### src/rtl/ctpts_ram.sv
// Generic simple dual-port RAM: one write port, one read port, registered read.
// No dependencies.
module ctpts_ram #(
	parameter int WIDTH = 8,
	parameter int DEPTH = 64,
	localparam int AW = (DEPTH > 1) ? $clog2(DEPTH) : 1
) (
	input  logic             clk,
	input  logic             we,
	input  logic [AW-1:0]    waddr,
	input  logic [WIDTH-1:0] wdata,
	input  logic [AW-1:0]    raddr,
	output logic [WIDTH-1:0] rdata
);

	logic [WIDTH-1:0] mem [DEPTH];

	// write and registered read
	always_ff @(posedge clk) begin
		if (we) begin
			mem[waddr] <= wdata;
		end
		rdata <= mem[raddr];
	end

endmodule

### config.mk
export PLATFORM = sky130hd
export DESIGN_NAME = ctpts_ram
export DESIGN_NICKNAME = d
export VERILOG_FILES = /design/src/rtl/ctpts_ram.sv
export SDC_FILE = /design/constraint.sdc
export NUM_CORES = 1
export LEC_CHECK = 0
export ABC_CLOCK_PERIOD_IN_PS = 3000
export BUFFER_PORTS_ARGS = -buffer_cell sky130_fd_sc_hd__buf_2
export CORE_ASPECT_RATIO = 1.4
export CORE_MARGIN = 2
export CORE_UTILIZATION = 62
export DETAILED_ROUTE_END_ITERATION = 16
export PLACE_DENSITY = 0.79
export REMOVE_ABC_BUFFERS = 1
export SETUP_SLACK_MARGIN = 0.15
export SYNTH_ARGS = -nofsm -noshare
export SYNTH_HDL_FRONTEND = slang
export SYNTH_SLANG_ARGS = --single-unit
### constraint.sdc
create_clock -name clk -period 3 [get_ports clk]
set_clock_uncertainty 0.15 [all_clocks]
set_input_delay 0.75 -clock clk [delete_from_list [all_inputs] [get_ports clk]]
set_output_delay 0.75 -clock clk [all_outputs]
set_load 0.03 [all_outputs]
**Yosys cells after proc, flatten, opt, wreduce, memory -nomap -nowiden**

Memories as Yosys holds them, arrays and structs flattened. A register that Yosys moved wholly into a read port is not among the register bits.
Cells that the tools add are included.

- Mux-type cells: 2

Operator list:

| operator | number |
|---|---|
| $mux 1 | 2 |

- Register bits after elaboration: 0
- Word-level logic and storage cells: 3
- Output and inout bits: 8
- Memories: 1
- RAM bits: 512

Memory list:

| name | depth | bits a word | read ports | clocked after Yosys merged registers in | wr ports | line | RTL |
|---|---|---|---|---|---|---|---|
| mem | 64 | 8 | 1 | 1 | 1 | 16 | `logic [WIDTH-1:0] mem [DEPTH];` |

**Longest topological paths before layout**

Gate-level depths: netlist (run 1).

- Word-level depth: 2
- Mapped depth: 9
- Gate-level depth less buffers: 5

**Worst setup path after synthesis (run 1)**

No wires, ideal clock.

- Path kind: input-to-reg
- Start: input port raddr[1]
- End: register rdata[3], read port of mem
- Path buffers: 3
- Arrival: 2290 ps
- Cell stages on the path: 7
- Setup slack: 432 ps
- Cell sequence: buf_4 > buf_2 > buf_2 > mux4_2 > mux4_2 > o21ai_1 > o41ai_1

RTL lines:

| item | line | RTL |
|---|---|---|
| from (decl) | 12 | `input logic [AW-1:0] raddr,` |
| to (decl) | 13 | `output logic [WIDTH-1:0] rdata` |

==> results of run 1 <==
## stage by stage
stage	util (%)	TNS (ns)	hold slack (ns)	worst slack, ns	instances
6_report	71.4	0	0.535	0.265	1531
5_1_grt	71.4	0	0.514	0.244	1531
4_1_cts	71.4	0	0.491	0.303	1531
3_5_place_dp	67.0	-0.637	0.661	-0.240	1447
3_3_place_gp	67.0	-0.554	0.649	-0.189	1447
2_1_floorplan	-	0	0.558	0.739	889
## layout by cell type (no fill, tap or decap), drive strengths merged, types with 11 or more instances in the layout
cell    count
nor2       83
edfxtp    512
nor2b      14
clkinv     11
mux2       13
mux4      126
nand3      13
clkbuf     69
mux2i      23
nand2      19
buf       157
## critical path, cell delays in order
cell	delay, ns
clkbuf_8	0.31
buf_12	0.22
mux4_2	0.55
mux2_2	0.29
o221a_2	0.29
nor3_1	0.41
o32ai_1	0.16
## report_power, final
| group | total, mW | switching (mW) | internal [mW] |
|---|---|---|---|
| Combinational | 0.828 | 0.502 | 0.325 |
| Sequential | 8.07 | 0.0286 | 8.04 |
| Clock | 5.66 | 2.47 | 3.19 |
| Total | 14.6 | 3.00 | 11.5 |
## worst paths after layout
path	start	endpoint	slack, ns
setup reg to reg	mem[24][4]	rdata[4]	0.65
setup / recovery	raddr[0]	rdata[4]	0.27
hold reg to reg	mem[34][2]	rdata[2]	0.68
hold / removal	raddr[5]	rdata[6]	0.54
## kinds of logic (layout without fill, tap and decap cells)
kind of cell / after synthesis / in the layout / share of synthesized area, %
mux: 162 / 162 / 15.9
compound gates: 54 / 54 / 2.07
flops: 520 / 520 / 77.0
simple gates: 153 / 153 / 3.39
buf+inv: 51 / 242 / 1.57
## per-layer routing
layer | share of wire, % | vias up
met5 | 0 | -
met4 | 4.5 | 0
met3 | 9.7 | 146
met2 | 52 | 681
met1 | 34 | 5243
li1 | - | 4225
## flip-flops by register name, indices dropped and copies added (netlist names)
register / cells
rdata: 8
mem: 512
## final cells by class
cell class / count / area, µm²
sequential: 520 / 15500
fill: 1791 / 9200
multi-input combinational: 369 / 4320
clock buffer: 68 / 1310
timing repair buffer: 158 / 1210
tap: 400 / 500
clock inverter: 16 / 135
==> flow_summary.json, run 1 <==
{
  "ys_types": 40,
  "slew_violations": 0,
  "max_slew_margin_pct": 30.9,
  "fin_nets": 1116,
  "globalRouteMet2Util_pct": 48.2,
  "synth_ff_type": "edfxtp_1",
  "ys.warnings.count": 0,
  "yosys.area.top_type": "edfxtp_1",
  "grt_max_degree": 65,
  "start_util_pct": 62.6,
  "root_buffer": "clkbuf_16",
  "synth_top_cell_area_share_pct": 76.2,
  "ant_nets": 0,
  "end_kind": "flop",
  "ioPinCount": 30,
  "drt-pass1-iter-count": 5,
  "clock_path_buffers": 3,
  "grt_pass1_vias": 10600,
  "drcViolationCount": 0,
  "setup_viol": 0,
  "cts_tree": "done",
  "htree_levels": 2,
  "core_mm2": 0.0322,
  "hold_viol": 0,
  "max_freq_ghz": 0.366,
  "hold_depth": 3,
  "grt_pass1_wl_mm": 67.9,
  "final_area_mm2": 0.0230,
  "cts-buffers-inserted": 45,
  "clock_latency_ns": 0.57,
  "cap_violations": 0,
  "grtUsageMet3_pct": 5.64,
  "avgSynthCellArea_um2": 21.5,
  "dpl_cell_area_mm2": 0.0216,
  "synth_seq_cells": 520,
  "track_usage_pct": 28.3,
  "holdCritPathClass": "in -> reg",
  "die_x_um": 156,
  "finalCritPeriodShare_pct": 91.2,
  "dp_hpwl_mm": 29.0,
  "wire_per_inst_um": 30.2,
  "synth_top_cells_by_area": "edfxtp_1 76%, mux4_2 14%, nor2_1 1.5%",
  "cts.sink_count": 520,
  "antenna_found_initial": 0,
  "drive_gt1_share_pct": 32.2,
  "yosysMostFrequentCell": "edfxtp_1",
  "synthTopCellsByCount": "512 x edfxtp_1, 126 x mux4_2, 83 x nor2_1, 23 x mux2i_1, 19 x nand2_1",
  "netlist_instances": 940,
  "std_cell_rows": 78,
  "synth_edf_count": 512,
  "p_leak_nw": 7.46,
  "holdBufCountCts": 0,
  "vias": 10300,
  "worst_ep_required_time_ns": 3.28,
  "crit_fanout": 19,
  "synth_area_mm2": 0.0202,
  "crit_type": "in -> reg",
  "antenna_cells": 0,
  "clk_pin_slew_ns": 0.06,
  "fp.dieH_um": 217,
  "ir_drop_v": 0.000672,
  "place_congestion": 0.863,
  "p_total_mw": 14.6,
  "overflow": 0,
  "met1_usage_pct": 36.3,
  "outcome": "finished, final reports clean",
  "p_per_area_mw_per_mm2": 633,
  "routed_wl_mm": 46.2,
  "rsz0062_at_grt": "false",
  "tightest_slew_ns": 1.04,
  "fp.dieArea_mm2": 0.0340,
  "busiest_layer": "met2",
  "post_cts_resized": 0,
  "startpoint_type": "primary input",
  "period_needed_ns": 2.73,
  "reg2reg_depth": 5,
  "cp.arrival_ns": 3.01,
  "area_growth_syn_to_layout_pct": 14.1,
  "io_buffers": 29,
  "yosysSeqAreaShare_pct": 77.0,
  "drtIter0Drc": 1354,
  "post_cts_buffers": 0,
  "vias_per_cell": 6.72,
  "synthArstFlopShare_pct": 0
}
(Power assumes the default switching activity.)
==> run 2: changes to the inputs <==
--- a/config.mk
+++ b/config.mk
@@ -5,13 +5,13 @@
 export SDC_FILE = /design/constraint.sdc
 export NUM_CORES = 1
 export LEC_CHECK = 0
-export ABC_CLOCK_PERIOD_IN_PS = 3000
+export ABC_CLOCK_PERIOD_IN_PS = 2300
 export BUFFER_PORTS_ARGS = -buffer_cell sky130_fd_sc_hd__buf_2
 export CORE_ASPECT_RATIO = 1.4
 export CORE_MARGIN = 2
-export CORE_UTILIZATION = 62
+export CORE_UTILIZATION = 56
 export DETAILED_ROUTE_END_ITERATION = 16
-export PLACE_DENSITY = 0.79
+export PLACE_DENSITY = 0.75
 export REMOVE_ABC_BUFFERS = 1
 export SETUP_SLACK_MARGIN = 0.15
 export SYNTH_ARGS = -nofsm -noshare
==> constraint.sdc (replaced) <==
create_clock -name clk -period 2.3 [get_ports clk]
set_clock_uncertainty 0.15 [all_clocks]
set_input_delay 0.575 -clock clk [delete_from_list [all_inputs] [get_ports clk]]
set_output_delay 0.575 -clock clk [all_outputs]
set_load 0.03 [all_outputs]
==> run 2 against run 1 <==
Global-route usage decreased by 3.0 points. Via count down 0.30%. Clock power grew 40%. Utilization fell by 5.3 points. Non-clock buffer count increased by 31. Clock-buffer cell count is 12 lower. Combinational power increased by 38%. Sequential cell count did not move. Sequential share of layout area down 1.7 points. Register-to-register slack worse by 0.48 ns. Cell area rose by 2.6%. Hold slack worse by 0.22 ns. Critical endpoint is now rdata[6].
==> flow_summary.json, run 2 (synthesized netlist as in run 1, its figures left out) <==
{
  "overflow": 0,
  "mostFrequentLayoutCells": "512 x edfxtp_1, 147 x buf_4, 126 x mux4_2",
  "drcViolationCount": 0,
  "ant_nets": 0,
  "clock_path_buffers": 3,
  "tightest_slew_ns": 1.19,
  "htree_levels": 2,
  "drtIter0Drc": 1218,
  "grt_pass1_vias": 10500,
  "p_leak_nw": 7.73,
  "fp.dieArea_mm2": 0.0376,
  "vias": 10300,
  "hold_depth": 1,
  "fin_nets": 1148,
  "end_kind": "flop",
  "fillCellCount": 2215,
  "holdCritPathClass": "in -> reg",
  "dp_hpwl_mm": 28.5,
  "rr_startpoint": "mem[21][6]",
  "final_common_cell": "edfxtp_1",
  "root_buffer": "clkbuf_16",
  "largest_registers": "mem x512, rdata x8",
  "largest_reg_flops": 512,
  "busiest_layer": "met2",
  "setup_tns_ns": 0,
  "area_growth_syn_to_layout_pct": 17.0,
  "outcome": "finished, final reports clean",
  "slew_violations": 0,
  "final_area_mm2": 0.0236,
  "rsz0062_at_grt": "true",
  "hold_viol": 0,
  "setup_viol": 0,
  "r2r_slack_ns": 0.17,
  "largest-register": "mem",
  "max_slew_margin_pct": 20.5,
  "cts_tree": "done",
  "fp.dieH_um": 229,
  "r2r_end": "rdata[6]",
  "finalCritPeriodShare_pct": 95.5,
  "crit_type": "in -> reg",
  "min_to": "mem[48][5]",
  "worst_ep_required_time_ns": 2.61,
  "holdBufCountCts": 0,
  "routed_wl_mm": 45.7,
  "core_mm2": 0.0357,
  "clock_latency_ns": 0.56,
  "cap_violations": 0,
  "start_util_pct": 56.5,
  "std_cell_rows": 82,
  "cp.arrival_ns": 2.51,
  "clk_pin_slew_ns": 0.07,
  "die_x_um": 164,
  "drive_gt1_share_pct": 34.7,
  "ir_drop_v": 0.000794,
  "max_freq_ghz": 0.455,
  "track_usage_pct": 25.3,
  "grtUsageMet3_pct": 3.28,
  "vias_per_cell": 6.31,
  "grt_max_degree": 65,
  "wire_per_inst_um": 28.1,
  "post_cts_buffers": 0,
  "grt_pass1_wl_mm": 68.0,
  "place_congestion": 0.867,
  "worstHoldStart": "wdata[5]",
  "p_per_area_mw_per_mm2": 829,
  "dpl_cell_area_mm2": 0.0220,
  "antenna_cells": 0,
  "drt-pass1-iter-count": 5,
  "antenna_found_initial": 1,
  "globalRouteMet2Util_pct": 43.4,
  "startpoint_type": "primary input",
  "ioPinCount": 30,
  "crit_fanout": 20,
  "cts-buffers-inserted": 46,
  "io_buffers": 29,
  "period_needed_ns": 2.20,
  "reg2reg_depth": 6,
  "met1_usage_pct": 33.5,
  "cts.sink_count": 520
}
## run 2: power by group
part	internal, mW	total [mW]	switching [mW]
Clock	4.62	7.90	3.29
Sequential	10.5	10.5	0.0387
Combinational	0.481	1.14	0.657
## run 2: metrics by stage
stage	total power, mW	worst slack, ns	cells	utilization (%)	hold slack, ns
4_1_cts	19.7	0.128	1626	66.0	0.292
3_5_place_dp	11.8	-0.700	1540	61.5	0.654
3_3_place_gp	11.8	-0.657	1540	61.5	0.649
6_report	19.6	0.103	1626	66.1	0.316
5_1_grt	20.1	0.0358	1626	66.1	0.312
2_1_floorplan	11.1	0.214	889	-	0.524
## run 2: area by class of cell
class | count | area (µm²) | share of cell area (%)
clock buffer | 56 | 1270 | 5.39
clock inverter | 30 | 299 | 1.27
multi-input combinational | 369 | 4360 | 18.5
sequential | 520 | 15500 | 65.8
tap | 462 | 578 | 2.45
timing repair buffer | 189 | 1560 | 6.60
## run 2: critical path: stages
cell      delay, ns
buf_4          0.29
buf_4          0.19
buf_4          0.29
nand2b_1       0.17
nor4_2         0.43
nor3_4         0.11
buf_4          0.16
o32ai_1        0.25
## run 2: per-layer routing
layer | up-vias | wire length, µm
li1 | 4295 | -
met1 | 5332 | 16300
met2 | 537 | 24400
met3 | 98 | 3580
met4 | 2 | 1460
met5 | - | 13
## run 2: worst max-delay path by stage
stage	endpoint	start	slack (ns)	cells after the start
4_1_cts	rdata[6]	raddr[2]	0.13	8
3_5_place_dp	rdata[6]	raddr[0]	-0.70	7
6_report	rdata[6]	raddr[2]	0.10	8
2_1_floorplan	rdata[4]	raddr[0]	0.21	5
3_3_place_gp	rdata[6]	raddr[0]	-0.66	7
5_1_grt	rdata[6]	raddr[2]	0.04	8
## run 2: what timing repair did
action                                  in CTS  in global routing
gates resized for setup                      7                  4
pin swaps                                    1                  0
endpoints found under the setup margin       5                  5
==> run 3: changes to the inputs <==
--- a/config.mk
+++ b/config.mk
@@ -9,9 +9,9 @@
 export BUFFER_PORTS_ARGS = -buffer_cell sky130_fd_sc_hd__buf_2
 export CORE_ASPECT_RATIO = 1.4
 export CORE_MARGIN = 2
-export CORE_UTILIZATION = 56
+export CORE_UTILIZATION = 30
 export DETAILED_ROUTE_END_ITERATION = 16
-export PLACE_DENSITY = 0.75
+export GPL_TIMING_DRIVEN = 0
 export REMOVE_ABC_BUFFERS = 1
 export SETUP_SLACK_MARGIN = 0.15
 export SYNTH_ARGS = -nofsm -noshare
==> run 3 against run 2 <==
The run now ends with negative setup slack left. Clock power decreased by 6.8%. Combinational power increased by 4%. Largest power group unchanged. Hold slack improved by 0.033 ns. Register-to-register slack improved by 0.02 ns. Clock-buffer cell count increased by 2. Via count decreased by 7.3%. Sequential cell count unchanged. Global-route usage decreased by 12 points. Utilization decreased by 31 points.
==> flow_summary.json, run 3 (synthesized netlist as in run 1, its figures left out) <==
{
  "grt_max_degree": 65,
  "slew_violations": 0,
  "ir_drop_v": 0.000549,
  "period_needed_ns": 2.39,
  "crit_type": "in -> reg",
  "worst_ep_required_time_ns": 2.33,
  "vias": 9519,
  "pre_cts_ws_ns": -1.49,
  "area_growth_syn_to_layout_pct": 16.3,
  "holdCritPathClass": "in -> reg",
  "crit_fanout": 10,
  "p_per_area_mw_per_mm2": 813,
  "largest-register": "mem",
  "p_leak_nw": 7.08,
  "violations": "negative setup slack",
  "fp.dieH_um": 311,
  "antenna_found_initial": 1,
  "max_slew_margin_pct": 16.1,
  "ant_nets": 0,
  "wire_per_inst_um": 25.0,
  "r2r_slack_ns": 0.19,
  "outcome": "finished with violations",
  "busiest_layer": "met2",
  "cap_violations": 0,
  "globalRouteMet2Util_pct": 25.0,
  "setup_viol": 32,
  "die_x_um": 223,
  "htree_levels": 2,
  "grt_pass1_wl_mm": 68.1,
  "drcViolationCount": 0,
  "fp.dieArea_mm2": 0.0693,
  "fillCellCount": 6017,
  "track_usage_pct": 13.4,
  "max_freq_ghz": 0.419,
  "drt-pass1-iter-count": 5,
  "clk_pin_slew_ns": 0.06,
  "drive_gt1_share_pct": 32.5,
  "root_buffer": "clkbuf_16",
  "io_buffers": 29,
  "largest_registers": "mem x512, rdata x8",
  "final_common_cell": "edfxtp_1",
  "startpoint_type": "primary input",
  "core_mm2": 0.0666,
  "start_util_pct": 30.3,
  "end_kind": "flop",
  "cts_tree": "done",
  "dp_hpwl_mm": 26.6,
  "drtIter0Drc": 841,
  "hold_viol": 0,
  "place_congestion": 0.768,
  "routed_wl_mm": 46.9,
  "overflow": 0,
  "ioPinCount": 30,
  "cts-buffers-inserted": 46,
  "cts.sink_count": 520,
  "finalCritPeriodShare_pct": 104,
  "fin_nets": 1011,
  "std_cell_rows": 112,
  "fin_ws_ns": -0.0881,
  "cp.arrival_ns": 2.42,
  "tightest_slew_ns": 1.26,
  "rsz0062_at_grt": "true",
  "vias_per_cell": 5.07,
  "clock_latency_ns": 0.56,
  "mostFrequentLayoutCells": "512 x edfxtp_1, 126 x mux4_2, 48 x clkbuf_16",
  "grt_pass1_vias": 9813,
  "grtUsageMet3_pct": 1.27,
  "largest_reg_flops": 512,
  "met1_usage_pct": 16.0,
  "final_util_pct": 35.2,
  "clock_path_buffers": 3
}
-- run 3: changes by cell type in the layout (fill, tap and decap cells not counted), moves of 6 or more --
cell / before / now
buf_16: 1 / 9
nor2_4: 0 / 16
nor2_2: 0 / 35
nor2_1: 83 / 32
clkbuf_1: 5 / 11
buf_12: 13 / 2
buf_4: 147 / 6
-- run 3: metal layers --
layer / share of wire, % / up-vias / routed length (µm)
met5: 0 / - / 0
met4: 3.0 / 0 / 1400
met3: 4.2 / 74 / 1950
met2: 55 / 315 / 25700
met1: 38 / 5109 / 17900
li1: - / 4021 / -
-- run 3: area by class of cell --
type,count,area (µm²),share of cell area [%]
flip-flops and latches,520,15500,66.3
multi-input cells,369,4760,20.3
clock buffers,58,1220,5.19
well taps,855,1070,4.56
repair buffers,52,676,2.88
clock inverters,24,188,0.800
diodes,1,2.50,0.0107
-- run 3: path summary, 6_finish.rpt --
check             cells after the start       start         end
setup / recovery                      4    waddr[2]  mem[61][6]
hold / removal                        3    raddr[5]    rdata[2]
setup reg to reg                      5  mem[28][6]    rdata[6]
hold reg to reg                       4  mem[19][1]    rdata[1]
-- run 3: timing repair --
item,4_1_cts,5_1_grt
resized for setup,80,46
buffers inserted,9,0
cloned,8,1
hold buffers,0,0
endpoints found under the setup margin,359,308
pin swaps,3,6
-- run 3: report_power, final --
part | switching (mW) | internal (mW) | leakage [nW] | total, mW
registers | 0.0267 | 10.5 | 4.67 | 10.5
logic | 0.723 | 0.459 | 1.72 | 1.18
clock network | 3.28 | 4.08 | 0.688 | 7.36
total | 4.03 | 15.0 | 7.08 | 19.1
-- run 3: per-stage QoR --
| stage | TNS [ns] | instance area, µm² | instances | total power, mW | hold slack (ns) |
|---|---|---|---|---|---|
| finish | -1.35 | 23400 | 1879 | 19.1 | 0.349 |
| global route | -4.62 | 23400 | 1879 | 19.6 | 0.363 |
| detailed placement | -253.32 | 21200 | 1778 | 11.7 | 0.766 |
| global placement | -257.02 | 21100 | 1773 | 11.7 | 0.728 |
| CTS | -1.57 | 23200 | 1877 | 19.2 | 0.303 |
| floorplan | 0 | 19900 | 889 | 11.1 | 0.524 |
-- run 3: worst max-delay path: stages --
cell	delay (ns)
buf_2	0.22
nor2b_1	0.22
nand3_1	0.47
nor2_1	0.93
